## src/rtl/akc_pkg.sv

```systemverilog
`timescale 1ns / 1ps

package akc_pkg;

  // byte, letter, key length, key word and register index widths
  localparam int DATA_W     = 8;
  localparam int LETTER_W   = 5;
  localparam int KLEN_W     = 5;
  localparam int KEY_WORD_W = 40;
  localparam int CFG_IDX_W  = 2;

  // default sizing
  localparam int AKC_MAX_KEY = 16;
  localparam int QUEUE_DEPTH = 2;

  // alphabet constants
  localparam logic [DATA_W-1:0]   CHAR_UA  = 8'h41;
  localparam logic [DATA_W-1:0]   CHAR_UZ  = 8'h5A;
  localparam logic [DATA_W-1:0]   CHAR_LA  = 8'h61;
  localparam logic [DATA_W-1:0]   CHAR_LZ  = 8'h7A;
  localparam logic [LETTER_W:0]   ALPHA    = 6'd26;
  localparam logic [LETTER_W-1:0] SEEN_MAX = 5'd31;

  // register indexes
  localparam logic [CFG_IDX_W-1:0] REG_DIRECTION = 2'd0;
  localparam logic [CFG_IDX_W-1:0] REG_KEY_LEN   = 2'd1;
  localparam logic [CFG_IDX_W-1:0] REG_KEY_LOW   = 2'd2;
  localparam logic [CFG_IDX_W-1:0] REG_KEY_HIGH  = 2'd3;

  // classified item passed from front to back
  typedef struct packed {
    logic                is_letter;
    logic                start;
    logic [LETTER_W-1:0] letter;
    logic [DATA_W-1:0]   raw;
  } cls_t;

  // configuration seen by the back end
  typedef struct packed {
    logic                  direction;
    logic [KLEN_W-1:0]     key_length;
    logic [KEY_WORD_W-1:0] key_low;
    logic [KEY_WORD_W-1:0] key_high;
  } cfg_t;

endpackage

```

## src/rtl/autokey_letter_cipher.sv

```systemverilog
`timescale 1ns / 1ps
// path: input queue, combinational back end, result queue
// throughput: one byte per cycle while the result queue has room, set by
//   the combinational add-mod-26 and plaintext delay-line update
// reset: queues empty, direction encrypt, key length one, key letters zero,
//   letter count zero; the plaintext history is not cleared
module autokey_letter_cipher
  import akc_pkg::*;
#(
  parameter int MAX_KEY = AKC_MAX_KEY
) (
  input  logic                  clk,
  input  logic                  rst,
  input  logic                  push,
  output logic                  full,
  input  logic [DATA_W-1:0]     in_char,
  input  logic                  message_start,
  output logic                  empty,
  input  logic                  pop,
  output logic [DATA_W-1:0]     out_char,
  input  logic                  cfg_valid,
  output logic                  cfg_ready,
  input  logic [CFG_IDX_W-1:0]  cfg_index,
  input  logic [KEY_WORD_W-1:0] cfg_data
);

  cfg_t              cfg;
  logic              item_valid;
  logic              item_ready;
  cls_t              item;
  logic              res_valid;
  logic [DATA_W-1:0] res_char;
  logic              res_full;

  assign cfg_ready = 1'b1;

  // configuration registers
  always_ff @(posedge clk) begin
    if (rst) begin
      cfg.direction  <= 1'b0;
      cfg.key_length <= KLEN_W'(1);
      cfg.key_low    <= '0;
      cfg.key_high   <= '0;
    end else if (cfg_valid && cfg_ready) begin
      unique case (cfg_index)
        REG_DIRECTION: cfg.direction  <= cfg_data[0];
        REG_KEY_LEN:   cfg.key_length <= cfg_data[KLEN_W-1:0];
        REG_KEY_LOW:   cfg.key_low    <= cfg_data;
        REG_KEY_HIGH:  cfg.key_high   <= cfg_data;
        default: ;
      endcase
    end
  end

  // front: accept and classify
  akc_front #(
    .DEPTH (QUEUE_DEPTH)
  ) u_front (
    .clk           (clk),
    .rst           (rst),
    .push          (push),
    .in_char       (in_char),
    .message_start (message_start),
    .full          (full),
    .item_valid    (item_valid),
    .item          (item),
    .item_ready    (item_ready)
  );

  // back: keystream and shift
  akc_back #(
    .MAX_KEY (MAX_KEY)
  ) u_back (
    .clk        (clk),
    .rst        (rst),
    .cfg        (cfg),
    .item_valid (item_valid),
    .item       (item),
    .item_ready (item_ready),
    .res_valid  (res_valid),
    .res_char   (res_char),
    .res_full   (res_full)
  );

  // result queue
  akc_fifo #(
    .WIDTH (DATA_W),
    .DEPTH (QUEUE_DEPTH)
  ) u_out_queue (
    .clk   (clk),
    .rst   (rst),
    .push  (res_valid),
    .wdata (res_char),
    .full  (res_full),
    .pop   (pop),
    .rdata (out_char),
    .empty (empty)
  );

endmodule

```

## src/rtl/akc_fifo.sv

```systemverilog
`timescale 1ns / 1ps

module akc_fifo #(
  parameter int WIDTH = 8,
  parameter int DEPTH = 2
) (
  input  logic             clk,
  input  logic             rst,
  input  logic             push,
  input  logic [WIDTH-1:0] wdata,
  output logic             full,
  input  logic             pop,
  output logic [WIDTH-1:0] rdata,
  output logic             empty
);

  localparam int PTR_W = (DEPTH > 1) ? $clog2(DEPTH) : 1;
  localparam int CNT_W = $clog2(DEPTH + 1);

  logic [WIDTH-1:0] mem [DEPTH];
  logic [PTR_W-1:0] wr_ptr;
  logic [PTR_W-1:0] rd_ptr;
  logic [CNT_W-1:0] count;
  logic             push_ok;
  logic             pop_ok;

  assign full    = (count == CNT_W'(DEPTH));
  assign empty   = (count == '0);
  assign push_ok = push && !full;
  assign pop_ok  = pop && !empty;
  assign rdata   = mem[rd_ptr];

  // storage
  always_ff @(posedge clk) begin
    if (push_ok) begin
      mem[wr_ptr] <= wdata;
    end
  end

  // pointers and fill level
  always_ff @(posedge clk) begin
    if (rst) begin
      wr_ptr <= '0;
      rd_ptr <= '0;
      count  <= '0;
    end else begin
      if (push_ok) begin
        wr_ptr <= (wr_ptr == PTR_W'(DEPTH - 1)) ? '0 : wr_ptr + 1'b1;
      end
      if (pop_ok) begin
        rd_ptr <= (rd_ptr == PTR_W'(DEPTH - 1)) ? '0 : rd_ptr + 1'b1;
      end
      case ({push_ok, pop_ok})
        2'b10:   count <= count + 1'b1;
        2'b01:   count <= count - 1'b1;
        default: count <= count;
      endcase
    end
  end

endmodule

```

## src/rtl/akc_front.sv

```systemverilog
`timescale 1ns / 1ps

module akc_front
  import akc_pkg::*;
#(
  parameter int DEPTH = QUEUE_DEPTH
) (
  input  logic              clk,
  input  logic              rst,
  input  logic              push,
  input  logic [DATA_W-1:0] in_char,
  input  logic              message_start,
  output logic              full,
  output logic              item_valid,
  output cls_t              item,
  input  logic              item_ready
);

  cls_t cls;
  logic item_empty;

  // classify the byte and fold case
  always_comb begin
    cls.raw    = in_char;
    cls.start  = message_start;
    cls.is_letter = 1'b0;
    cls.letter = '0;
    if (in_char >= CHAR_UA && in_char <= CHAR_UZ) begin
      cls.is_letter = 1'b1;
      cls.letter    = LETTER_W'(in_char - CHAR_UA);
    end else if (in_char >= CHAR_LA && in_char <= CHAR_LZ) begin
      cls.is_letter = 1'b1;
      cls.letter    = LETTER_W'(in_char - CHAR_LA);
    end
  end

  // queue toward the back end
  akc_fifo #(
    .WIDTH ($bits(cls_t)),
    .DEPTH (DEPTH)
  ) u_queue (
    .clk   (clk),
    .rst   (rst),
    .push  (push),
    .wdata (cls),
    .full  (full),
    .pop   (item_ready),
    .rdata (item),
    .empty (item_empty)
  );

  assign item_valid = !item_empty;

endmodule

```

## src/rtl/akc_back.sv

```systemverilog
`timescale 1ns / 1ps

module akc_back
  import akc_pkg::*;
#(
  parameter int MAX_KEY = AKC_MAX_KEY
) (
  input  logic              clk,
  input  logic              rst,
  input  cfg_t              cfg,
  input  logic              item_valid,
  input  cls_t              item,
  output logic              item_ready,
  output logic              res_valid,
  output logic [DATA_W-1:0] res_char,
  input  logic              res_full
);

  localparam int HIST_IDX_W = (MAX_KEY > 1) ? $clog2(MAX_KEY) : 1;

  logic [LETTER_W-1:0]   hist [MAX_KEY];
  logic [LETTER_W-1:0]   letters_seen;
  logic [LETTER_W-1:0]   letters_seen_next;
  logic [LETTER_W-1:0]   seen_eff;
  logic [KLEN_W-1:0]     klen;
  logic                  use_key;
  logic [3:0]            kidx;
  logic [KEY_WORD_W-1:0] kword;
  logic [LETTER_W-1:0]   kraw;
  logic [LETTER_W-1:0]   kletter;
  logic [HIST_IDX_W-1:0] hist_idx;
  logic [LETTER_W-1:0]   k;
  logic [LETTER_W:0]     sum;
  logic [LETTER_W-1:0]   res;
  logic [LETTER_W-1:0]   plain;
  logic                  fire;

  assign item_ready = !res_full;
  assign fire       = item_valid && !res_full;

  // effective key length, clamped to one and to the history depth
  always_comb begin
    if (cfg.key_length == '0) begin
      klen = KLEN_W'(1);
    end else if (cfg.key_length > KLEN_W'(MAX_KEY)) begin
      klen = KLEN_W'(MAX_KEY);
    end else begin
      klen = cfg.key_length;
    end
  end

  // keystream letter: configured key first, then plaintext history
  always_comb begin
    seen_eff = item.start ? '0 : letters_seen;
    use_key  = ({1'b0, seen_eff} < {1'b0, klen});
    kidx     = seen_eff[3:0];
    kword    = kidx[3] ? cfg.key_high : cfg.key_low;
    kraw     = kword[kidx[2:0] * LETTER_W +: LETTER_W];
    kletter  = ({1'b0, kraw} >= ALPHA) ? LETTER_W'({1'b0, kraw} - ALPHA) : kraw;
    hist_idx = HIST_IDX_W'(klen - KLEN_W'(1));
    k        = use_key ? kletter : hist[hist_idx];
  end

  // add or subtract modulo 26
  always_comb begin
    if (cfg.direction) begin
      sum = {1'b0, item.letter} + ALPHA - {1'b0, k};
    end else begin
      sum = {1'b0, item.letter} + {1'b0, k};
    end
    res   = (sum >= ALPHA) ? LETTER_W'(sum - ALPHA) : LETTER_W'(sum);
    plain = cfg.direction ? res : item.letter;
  end

  // result byte
  assign res_valid = fire;
  assign res_char  = item.is_letter ? (DATA_W'(res) + CHAR_UA) : item.raw;

  // letter count since message start, saturating
  always_comb begin
    letters_seen_next = seen_eff;
    if (item.is_letter && seen_eff != SEEN_MAX) begin
      letters_seen_next = seen_eff + 1'b1;
    end
  end

  always_ff @(posedge clk) begin
    if (rst) begin
      letters_seen <= '0;
    end else if (fire) begin
      letters_seen <= letters_seen_next;
    end
  end

  // plaintext delay line, newest at entry 0
  always_ff @(posedge clk) begin
    if (fire && item.is_letter) begin
      hist[0] <= plain;
      for (int i = 1; i < MAX_KEY; i++) begin
        hist[i] <= hist[i-1];
      end
    end
  end

endmodule

```

## config.mk

```make
export PLATFORM = sky130hd
export DESIGN_NAME = autokey_letter_cipher
export DESIGN_NICKNAME = d
export VERILOG_FILES = /design/src/rtl/akc_pkg.sv /design/src/rtl/autokey_letter_cipher.sv /design/src/rtl/akc_fifo.sv /design/src/rtl/akc_front.sv /design/src/rtl/akc_back.sv
export SDC_FILE = /design/constraint.sdc
export NUM_CORES = 1
export LEC_CHECK = 0
export ABC_AREA = 0
export BUFFER_PORTS_ARGS = -buffer_cell sky130_fd_sc_hd__buf_2
export CAP_MARGIN = 5
export CORE_MARGIN = 3
export CORE_UTILIZATION = 40
export CTS_CLUSTER_DIAMETER = 80
export DETAILED_ROUTE_END_ITERATION = 16
export HOLD_SLACK_MARGIN = 0.1
export PLACE_DENSITY = 0.68
export RECOVER_POWER = 25
export REMOVE_ABC_BUFFERS = 1
export SKIP_LAST_GASP = 1
export SYNTH_ARGS = -nofsm -noshare
export SYNTH_HDL_FRONTEND = slang
export SYNTH_SLANG_ARGS = --single-unit
```

## constraint.sdc

```tcl
create_clock -name clk -period 7.5 [get_ports clk]
set_input_delay 1.5 -clock clk [delete_from_list [all_inputs] [get_ports clk]]
set_output_delay 1.5 -clock clk [all_outputs]
set_load 0.005 [all_outputs]
```

# Word-level counts from Yosys, hierarchy flattened
# Memory sizes are Yosys's and may differ from the RTL's. A register that Yosys moved wholly into a read port is not among the register bits.
# Cells that the tools add are included.
[classes]
add_sub_neg = 18
n_mul = 1
div_mod_pow = 0
magnitude_cmp = 8
eq_ne = 10
n_shift = 1
n_mux = 31
n_bitwise = 0
reduce_logical = 22
[op_table]
columns = ["operator", "count"]
rows = [
  ["5-bit 2-to-1 mux", 10],
  ["40-bit 2-to-1 mux", 1],
  ["40-bit by 7-bit variable part select with 5-bit output", 1],
  ["8-bit by 7-bit >= comparator with 1-bit output, second input constant", 2],
  ["8-bit by 7-bit less-or-equal comparator with 1-bit output, second input constant", 2],
  ["1-bit 2-to-1 mux", 16],
  ["2-bit == test, second input constant", 6],
  ["5-bit by 1-bit subtractor with 5-bit output, second input constant", 2],
  ["5-bit subtractor, second input constant", 2],
  ["5-bit by 7-bit adder with 8-bit output, second input constant", 1],
  ["1-bit logical AND", 8],
  ["8-bit 2-to-1 mux", 1],
  ["2-bit case mux with 2 select lines", 2],
  ["2-bit AND reduction", 4],
  ["5-bit by 5-bit adder with 6-bit output", 1],
  ["5-bit by 5-bit adder with 6-bit output, second input constant", 1],
  ["2-bit by 1-bit == test with 1-bit output, second input constant", 3],
  ["6-bit by 5-bit >= comparator with 1-bit output, second input constant", 1],
  ["2-bit logical NOT", 3],
  ["3-bit by 3-bit multiplier with 6-bit output, second input constant", 1],
  ["6-bit 2-to-1 mux", 1],
  ["6-bit by 5-bit subtractor with 6-bit output", 1],
  ["5-bit by 1-bit adder with 5-bit output, second input constant", 1],
  ["5-bit >= comparator, second input constant", 1],
  ["other kinds (10)", 19],
]
[word_totals]
regBits = 99
latchBits = 0
mem_bits_rw = 126
mem_bits_ro = 0
input_bits = 56
out_inout_bits = 11
memories = 3
[memory_table]
columns = ["name", "words", "width", "read_ports", "rd_ports_with_merged_regs", "wr", "line_no", "text"]
rows = [
  ["u_back.hist", 16, 5, 16, 0, 16, "akc_back.sv:21", "logic [LETTER_W-1:0] hist [MAX_KEY];"],
  ["u_front.u_queue.mem", 2, 15, 1, 1, 1, "akc_fifo.sv:20", "logic [WIDTH-1:0] mem [DEPTH];"],
  ["u_out_queue.mem", 2, 8, 1, 1, 1, "akc_fifo.sv:20", ""],
]

# Logic depth before layout (Yosys ltp)
# Gate-level depths: netlist of the first run.
[depth]
depth_word = 12
depth_mapped = 26
ltp_nobuf = 24

# Modules after synthesis
# A second synthesis of the first run with hierarchy kept.
[unflattened]
hier_cells = 877
hier_area_um2 = 11008.1
[by_module_without_submodules]
columns = ["mod", "instances", "cells_each", "area_each_um2", "seq_area_each_um2"]
rows = [
  ["akc_back", 1, 393, 5138.7, 2502.4],
  ["autokey_letter_cipher", 1, 330, 3557.2, 1721.7],
  ["akc_fifo at u_front.u_queue", 1, 73, 1305.0, 1001.0],
  ["akc_fifo at u_out_queue", 1, 51, 798.3, 580.6],
  ["akc_front", 1, 30, 209.0, 0.0],
]

# Worst setup path after synthesis of the first run
# No wires, ideal clock.
[synth_timing]
path_kind = "register to register"
startpoint = "register cfg[81] (netlist name)"
endpoint = "memory u_out_queue.mem[0][4] (data pin)"
setup_ns = 0.278
arrival_time_ns = 5.567
required_ns = 7.222
slack_ns = 1.655
path_stages_with_launch = 25
synth_period_minus_slack_ns = 5.845
path_cell_list = "dfxtp_1 > nor3_1 > nor2_1 > nor2_1 > buf_2 > inv_1 > ha_1 > buf_1 > clkbuf_1 > mux4_2 > mux4_2 > a21o_1 > ha_1 > inv_1 > ha_1 > fa_1 > xor3_1 > nand2_1 > and3_1 > a31oi_2 > xor2_1 > ha_1 > nand4_1 > xnor2_1 > o21ai_0"
[synth_between]
elab_chain_cells = 12
[synth_lines]
columns = ["item", "line_no", "text"]
rows = [
  ["5-bit greater-than comparator", "akc_back.sv:45", "end else if (cfg.key_length > KLEN_W'(MAX_KEY)) begin"],
  ["5-bit 2-to-1 mux", "akc_back.sv:45", ""],
  ["5-bit 2-to-1 mux (*)", "akc_back.sv:43", "if (cfg.key_length == '0) begin"],
  ["4-bit by 1-bit subtractor with 4-bit output", "akc_back.sv:60", "hist_idx = HIST_IDX_W'(klen - KLEN_W'(1));"],
  ["memory read 16 x 5 bit", "-", ""],
  ["5-bit 2-to-1 mux (*)", "akc_back.sv:61", "k = use_key ? kletter : hist[hist_idx];"],
  ["6-bit by 5-bit subtractor with 6-bit output / 5-bit by 5-bit adder with 6-bit output (equally long branches)", "akc_back.sv:67, akc_back.sv:69", ""],
  ["6-bit 2-to-1 mux (*)", "akc_back.sv:66", "if (cfg.direction) begin"],
  ["5-bit subtractor / 6-bit by 5-bit >= comparator with 1-bit output (equally long branches)", "akc_back.sv:71", "res = (sum >= ALPHA) ? LETTER_W'(sum - ALPHA) : LETTER_W'(sum);"],
  ["5-bit 2-to-1 mux (*)", "akc_back.sv:71", ""],
  ["5-bit by 7-bit adder with 8-bit output (*)", "akc_back.sv:77", "assign res_char = item.is_letter ? (DATA_W'(res) + CHAR_UA) : item.raw;"],
  ["8-bit 2-to-1 mux (*)", "akc_back.sv:77", ""],
  ["net res_char[4]", "autokey_letter_cipher.sv:32", "logic [DATA_W-1:0] res_char;"],
  ["end, declared", "akc_fifo.sv:20", ""],
]
# Mark *: on every way through the listed nets, which the timed path passes. The rest lies on a longest branch.

# Worst setup path after layout of the first run
[layout_timing]
startpoint = "register u_back.letters_seen[0]"
endpoint = "memory u_out_queue.mem[0][4] (data pin)"
[layout_between]
elab_chain_cells = 12
[layout_lines]
columns = ["item", "line_no", "text"]
rows = [
  ["start, declared", "akc_back.sv:22", "logic [LETTER_W-1:0] letters_seen;"],
  ["start signal, assigned", "akc_back.sv:91", "letters_seen <= letters_seen_next;"],
  ["5-bit 2-to-1 mux (*)", "akc_back.sv:54", "seen_eff = item.start ? '0 : letters_seen;"],
  ["3-bit by 3-bit multiplier with 6-bit output", "akc_back.sv:58", "kraw = kword[kidx[2:0] * LETTER_W +: LETTER_W];"],
  ["40-bit by 7-bit variable part select with 5-bit output", "akc_back.sv:58", ""],
  ["5-bit subtractor / 5-bit >= comparator (equally long branches)", "akc_back.sv:59", "kletter = ({1'b0, kraw} >= ALPHA) ? LETTER_W'({1'b0, kraw} - ALPHA) : kraw;"],
  ["5-bit 2-to-1 mux", "akc_back.sv:59", ""],
  ["5-bit 2-to-1 mux (*)", "akc_back.sv:61", ""],
  ["6-bit by 5-bit subtractor with 6-bit output / 5-bit by 5-bit adder with 6-bit output (equally long branches)", "akc_back.sv:67, akc_back.sv:69", ""],
  ["6-bit 2-to-1 mux (*)", "akc_back.sv:66", ""],
  ["5-bit subtractor / 6-bit by 5-bit >= comparator with 1-bit output (equally long branches)", "akc_back.sv:71", ""],
  ["5-bit 2-to-1 mux (*)", "akc_back.sv:71", ""],
  ["5-bit by 7-bit adder with 8-bit output (*)", "akc_back.sv:77", ""],
  ["8-bit 2-to-1 mux (*)", "akc_back.sv:77", ""],
  ["net res_char[4]", "autokey_letter_cipher.sv:32", ""],
]
# Marked as above.

==> flow_summary.ini, run 1 <==
[worst_hold_path]
holdPathStages = 0
min_path_type = flop to flop
worstHoldStart = u_back.hist[1][2]

[yosys]
yosysSeqAreaShare_pct = 55.8
yosysUniqueCellTypes = 75
syn_inst = 930
synth_largest_area_cell = edfxtp_1
ys_top_cells_by_area = edfxtp_1 36%, dfxtp_1 19%, nand2_1 7.0%
synth_flop_cell = edfxtp_1
synthesis.area_mm2 = 0.0104
syn_avg_cell_area_um2 = 11.2
synth_top_area_share_pct = 36.3
synth_warnings = 0
synth-edff-count = 126
async_flop_share_pct = 0
synth_seq_cells = 227

[floorplan]
fp.dieW_um = 167
die_area_mm2 = 0.0280
initial_core_util_pct = 41.0
num_rows = 58
die_height_um = 167
ios = 67
core_mm2 = 0.0254

[sta]
hold_violations = 0
rsz0062_at_grt = false
setup_slack_ns = 1.02
post-route-period-util_pct = 86.4
max_freq_mhz = 154
final.setup.tns_ns = 0
setup_viol = 0
max-slew-margin-rel_pct = 24.7
drv_slew = 0
period_minus_slack_ns = 6.48
clock-skew-final_ns = 0.0157
tightest_slew_ns = 1.13

[run]
drv_cap = 0

[drt]
first_pass_iters = 5
ant_nets = 0
vias = 7078
wl_um = 23100
initialDrtViolationCount = 634
post_drt_via_cell_ratio = 5.32
drc = 0
post_drt_wl_per_cell_um = 17.3

[worst_setup_path]
arrival_ns = 6.73
required_ns = 7.74
path_cells = nor2b_1 > a21o_1 > a2111oi_0 > a211o_1 > ha_1 > inv_1 > a21o_1 > a31o_1 > a21oi_1 > a21o_1 > ha_1 > inv_1 > ha_1 > fa_1 > a31oi_1 > mux2i_1 > nor2_1 > a31oi_2 > xor2_1 > ha_1 > nand4_1 > xnor2_1 > o21ai_0
reg2reg_to = u_out_queue.mem[0][4]
end_kind = flop
reg2reg_slack_ns = 1.02
slowest_delay_ns = 1.06
critPathLaunchType = flop
crit_path_max_fanout = 28
cp_slowest_cell = dfxtp_1
crit_type = flop to flop
cp-endpoint = u_out_queue.mem[0][4]
path_buf_inv = 2
critPathTopFamily = compound AO/OA/AOI/OAI gates
worstRegToRegCells = 23
path_depth = 23
reg2reg_from = u_back.letters_seen[0]
crit_start = u_back.letters_seen[0]
cpMostUsedCell = ha_1

[clock_network]
post_cts.repair.setup_buffers = 0
holdBufCountCts = 0
clk_pin_slew_ns = 0.06
cts_tree = done
clkSinkCount = 227
cts_root_buf = clkbuf_16
clock_latency_ns = 0.52
cts_resized = 0
clockBufferDepth = 3
h-tree-depth = 1
numCtsBuffers = 25

[global_route]
antenna_found_initial = 0
gr-total-overflow = 0
grt_pass1_vias = 6938
track_usage_pct = 16.2
grt_max_degree = 102
grt_first_pass_wirelength_um = 37800

[pwr]
power_density_mw_per_mm2 = 348
leakagePower_nw = 4.24
ir_worst_vdd_v = 0.000224
finalPower_mw = 4.10

[cells_and_area]
post-route-util_pct = 46.3
area_growth_pct = 13.1
num-nets-final = 1070
drive_above_1_share_pct = 17.2

[place]
gp_congestion = 0.872
dp_slack_ns = 1.10
place.port_buffers = 65
hpwl_um = 15300

[run_status]
status = finished clean
[logic make-up (layout without fill, tap and decap cells)]
family,after synthesis,in the layout,synth area share (%)
AOI/OAI and AO/OA,191,191,11.9
xor gates and xnor gates,19,19,1.74
adders and majority gates,32,32,3.99
buffers and inverters,84,154,3.39
DFF,227,227,55.8
muxes,78,78,11.1
other,1,2,0.0360
and+or+nand+nor,298,298,12.0
[power by group]
part | total [mW] | switching, mW | internal (mW)
Clock | 1.15 | 0.486 | 0.663
Sequential | 1.77 | 0.132 | 1.63
Combinational | 1.18 | 0.677 | 0.505
Total | 4.10 | 1.30 | 2.80
[layout make-up]
type                    count  area (µm²)
clock inverters            14        93.8
fillers                  2354       13600
inverters                  33         124
repair buffers             76         400
clock buffers              31         668
multi-input cells         619        4260
well taps                 330         413
diodes                      1        2.50
flip-flops and latches    227        5810
[cells in the mapped netlist, types with 10 or more instances]
master	count
nand2_1	195
edfxtp_1	126
a21oi_1	101
dfxtp_1	101
nor2_1	49
clkbuf_1	35
inv_1	32
mux2i_1	31
ha_1	30
mux4_2	27
mux2_2	18
o21ai_0	16
xnor2_1	10
[cells in the final DEF, fill, tap and decap left out, types with 16 or more instances in the layout]
master       n
nand2_1    195
edfxtp_1   126
a21oi_1    101
dfxtp_1    101
buf_2       56
nor2_1      46
inv_1       32
mux2i_1     31
ha_1        30
mux4_2      27
clkbuf_16   25
mux2_2      18
o21ai_0     16
[routing by layer]
layer  global-route usage, %  part of all wire [%]
met5                       0                     0
met4                    3.63                   2.0
met3                    2.36                   4.0
met2                    25.6                    46
met1                    23.9                    48
[worst min-delay path by stage]
stage,to,slack [ns]
global placement,u_back.hist[3][2],0.43
floorplan,u_back.hist[10][0],0.42
global route,u_back.hist[2][2],0.45
CTS,u_back.hist[2][2],0.44
finish,u_back.hist[2][2],0.44
detailed placement,u_back.hist[2][2],0.43
[flip-flops by register name, indices dropped and copies added (netlist names), 2 cells and up, named ones only]
register	flops
u_front.u_queue.count	2
u_back.letters_seen	5
u_back.hist	80
u_out_queue.mem	16
cfg	86
u_front.u_queue.mem	30
u_out_queue.count	2
[through the flow]
stage / instances / instance area [µm²] / hold WS (ns)
2_1_floorplan: 879 / 10200 / 0.421
6_report: 1331 / 11800 / 0.441
5_1_grt: 1330 / 11800 / 0.449
4_1_cts: 1330 / 11800 / 0.440
3_3_place_gp: 1285 / 11000 / 0.426
3_5_place_dp: 1285 / 11000 / 0.427
[worst reg2reg max path, delay by kind of cell, from the launching register on]
| kind | cells | cell delay, ns |
|---|---|---|
| AO/OA/AOI/OAI | 10 | 2.42 |
| XOR/XNOR | 2 | 0.38 |
| adder cells (fa/ha/maj) | 5 | 1.21 |
| buffers and inverters | 2 | 0.12 |
| flip-flops | 1 | 1.06 |
| multiplexers | 1 | 0.46 |
| AND/OR/NAND/NOR | 3 | 0.58 |
Note: power is estimated with default switching activity, not from simulation.
==> run 2, diff against run 1 <==
--- a/config.mk
+++ b/config.mk
@@ -8,6 +8,7 @@
 export ABC_AREA = 0
 export BUFFER_PORTS_ARGS = -buffer_cell sky130_fd_sc_hd__buf_2
 export CAP_MARGIN = 5
+export CORE_ASPECT_RATIO = 1.4
 export CORE_MARGIN = 3
 export CORE_UTILIZATION = 40
 export CTS_CLUSTER_DIAMETER = 80
@@ -15,7 +16,6 @@
 export HOLD_SLACK_MARGIN = 0.1
 export PLACE_DENSITY = 0.68
 export RECOVER_POWER = 25
-export REMOVE_ABC_BUFFERS = 1
 export SKIP_LAST_GASP = 1
 export SYNTH_ARGS = -nofsm -noshare
 export SYNTH_HDL_FRONTEND = slang
==> run 2 against run 1 <==
Non-clock buffer count increased by 3. Sequential cell count unchanged. Final cell count decreased by 0.83%. Routed wire length decreased by 3.5%. Global-route usage decreased by 0.27 points. Critical endpoint is now u_out_queue.mem[1][4]. Power increased by 0.42%. Clock power about the same. Largest cell class unchanged. Design area increased by 0.41%. Combinational power about the same.
==> flow_summary.ini, run 2 (synthesis results as in run 1) <==
[run_status]
status = finished clean

[cells_and_area]
drive_above_1_share_pct = 17.9
antenna_cells = 0
fill_cells = 2289
mostFrequentLayoutCells = 195 x nand2_1, 126 x edfxtp_1, 101 x a21oi_1, 101 x dfxtp_1, 57 x buf_2
area_growth_pct = 13.5
post-route-util_pct = 46.4
regMostFlops = cfg
final_common_cell = nand2_1
largest_reg_flops = 86
reg.largest.list = cfg: 86 flops, u_back.hist: 80 flops, u_front.u_queue.mem: 30 flops
num-nets-final = 1072

[pwr]
power_density_mw_per_mm2 = 348
finalPower_mw = 4.11
leakagePower_nw = 4.28
ir_worst_vdd_v = 0.000187

[clock_network]
cts_root_buf = clkbuf_16
clk_pin_slew_ns = 0.06
clockBufferDepth = 3
clkSinkCount = 227
clock_latency_ns = 0.54
holdBufCountCts = 0
numCtsBuffers = 24
h-tree-depth = 1
cts_resized = 0
post_cts.repair.setup_buffers = 0
cts_tree = done

[worst_setup_path]
cpMostUsedCell = ha_1
critPathLaunchType = flop
cp_slowest_cell = dfxtp_1
slowest_delay_ns = 0.74
end_kind = flop
path_cells = buf_4 > nor2b_1 > a221o_1 > a22oi_1 > o211a_2 > ha_1 > inv_1 > a21o_1 > a31o_1 > a21oi_1 > a21o_1 > ha_1 > inv_1 > ha_1 > fa_1 > a31oi_1 > mux2i_1 > nor2_1 > a31oi_2 > xor2_1 > ha_1 > nand4_1 > xnor2_1 > o21ai_0
arrival_ns = 6.47
crit_type = flop to flop
required_ns = 7.74
reg2reg_from = u_back.letters_seen[3]
crit_path_max_fanout = 14
crit_start = u_back.letters_seen[3]

[drt]
post_drt_wl_per_cell_um = 16.9
post_drt_via_cell_ratio = 5.36
wl_um = 22300
vias = 7070
ant_nets = 0
initialDrtViolationCount = 494
drc = 0
first_pass_iters = 5

[sta]
hold_violations = 0
max_freq_mhz = 161
setup_viol = 0
tightest_slew_ns = 0.979
clock-skew-final_ns = 0.0388
post-route-period-util_pct = 83.0
period_minus_slack_ns = 6.23
drv_slew = 0
final.setup.tns_ns = 0
rsz0062_at_grt = false
max-slew-margin-rel_pct = 34.7

[floorplan]
die_area_mm2 = 0.0280
fp.dieW_um = 142
initial_core_util_pct = 40.9
die_height_um = 197
num_rows = 69
core_mm2 = 0.0255
ios = 67

[global_route]
grt_pass1_vias = 7047
track_usage_pct = 16.0
gr-total-overflow = 0
grtUsageMet1_pct = 20.1
antenna_found_initial = 0
busiest_layer = met2
grt_max_degree = 90
grt_first_pass_wirelength_um = 36600
use_met2_pct = 28.0
grtUsageMet3_pct = 2.50

[place]
hpwl_um = 15200
place.port_buffers = 65
gp_congestion = 0.877

[run]
drv_cap = 0

[yosys]
synthesis.nets = 1018

[worst_hold_path]
min_path_type = flop to flop
worstHoldStart = u_back.hist[2][2]
==> run 2: where the power goes <==
part / leakage, nW / internal, mW / total, mW / switching [mW]
Clock: 0.400 / 0.694 / 1.18 / 0.483
Combinational: 1.89 / 0.508 / 1.20 / 0.692
Sequential: 1.99 / 1.63 / 1.74 / 0.105
Total: 4.28 / 2.83 / 4.11 / 1.28
==> run 2: routing by layer <==
| metal | wire length [µm] | share of wire, % |
|---|---|---|
| met5 | 0 | 0 |
| met3 | 1020 | 4.6 |
| met2 | 11500 | 52 |
| met1 | 9160 | 41 |
| met4 | 624 | 2.8 |
==> run 2: cell type report <==
class / count / area, µm² / share of cell area [%]
Clock inverter: 9 / 98.8 / 0.836
Inverter: 33 / 124 / 1.05
Timing Repair Buffer: 79 / 424 / 3.59
Sequential cell: 227 / 5810 / 49.1
Multi-Input combinational cell: 619 / 4260 / 36.1
Tap cell: 319 / 399 / 3.38
Clock buffer: 34 / 704 / 5.96
==> run 2: path summary, 6_finish.rpt <==
path                                 to  slack [ns]  cells past startpoint
hold reg to reg       u_back.hist[3][2]        0.42                      0
setup reg to reg  u_out_queue.mem[1][4]        1.27                     24
setup / recovery  u_out_queue.mem[1][4]        1.27                     24
hold / removal        u_back.hist[3][2]        0.42                      0
==> run 2: stage by stage <==
step	instance area [µm²]	std cells	hold slack (ns)	worst slack, ns
global route	11800	1320	0.443	0.799
global placement	11000	1277	0.425	1.54
CTS	11800	1320	0.427	1.31
finish	11800	1320	0.423	1.27
floorplan	10400	930	0.421	1.66
detailed placement	11000	1277	0.430	1.35
==> run 2: critical path, delay by kind of cell, from the launching register on <==
family | cells | cell delay (ns)
muxes | 1 | 0.47
xor gates and xnor gates | 2 | 0.39
buffers and inverters | 3 | 0.50
DFF | 1 | 0.74
AOI/OAI and AO/OA | 10 | 1.81
and+or+nand+nor | 3 | 0.68
adders and majority gates | 5 | 1.33
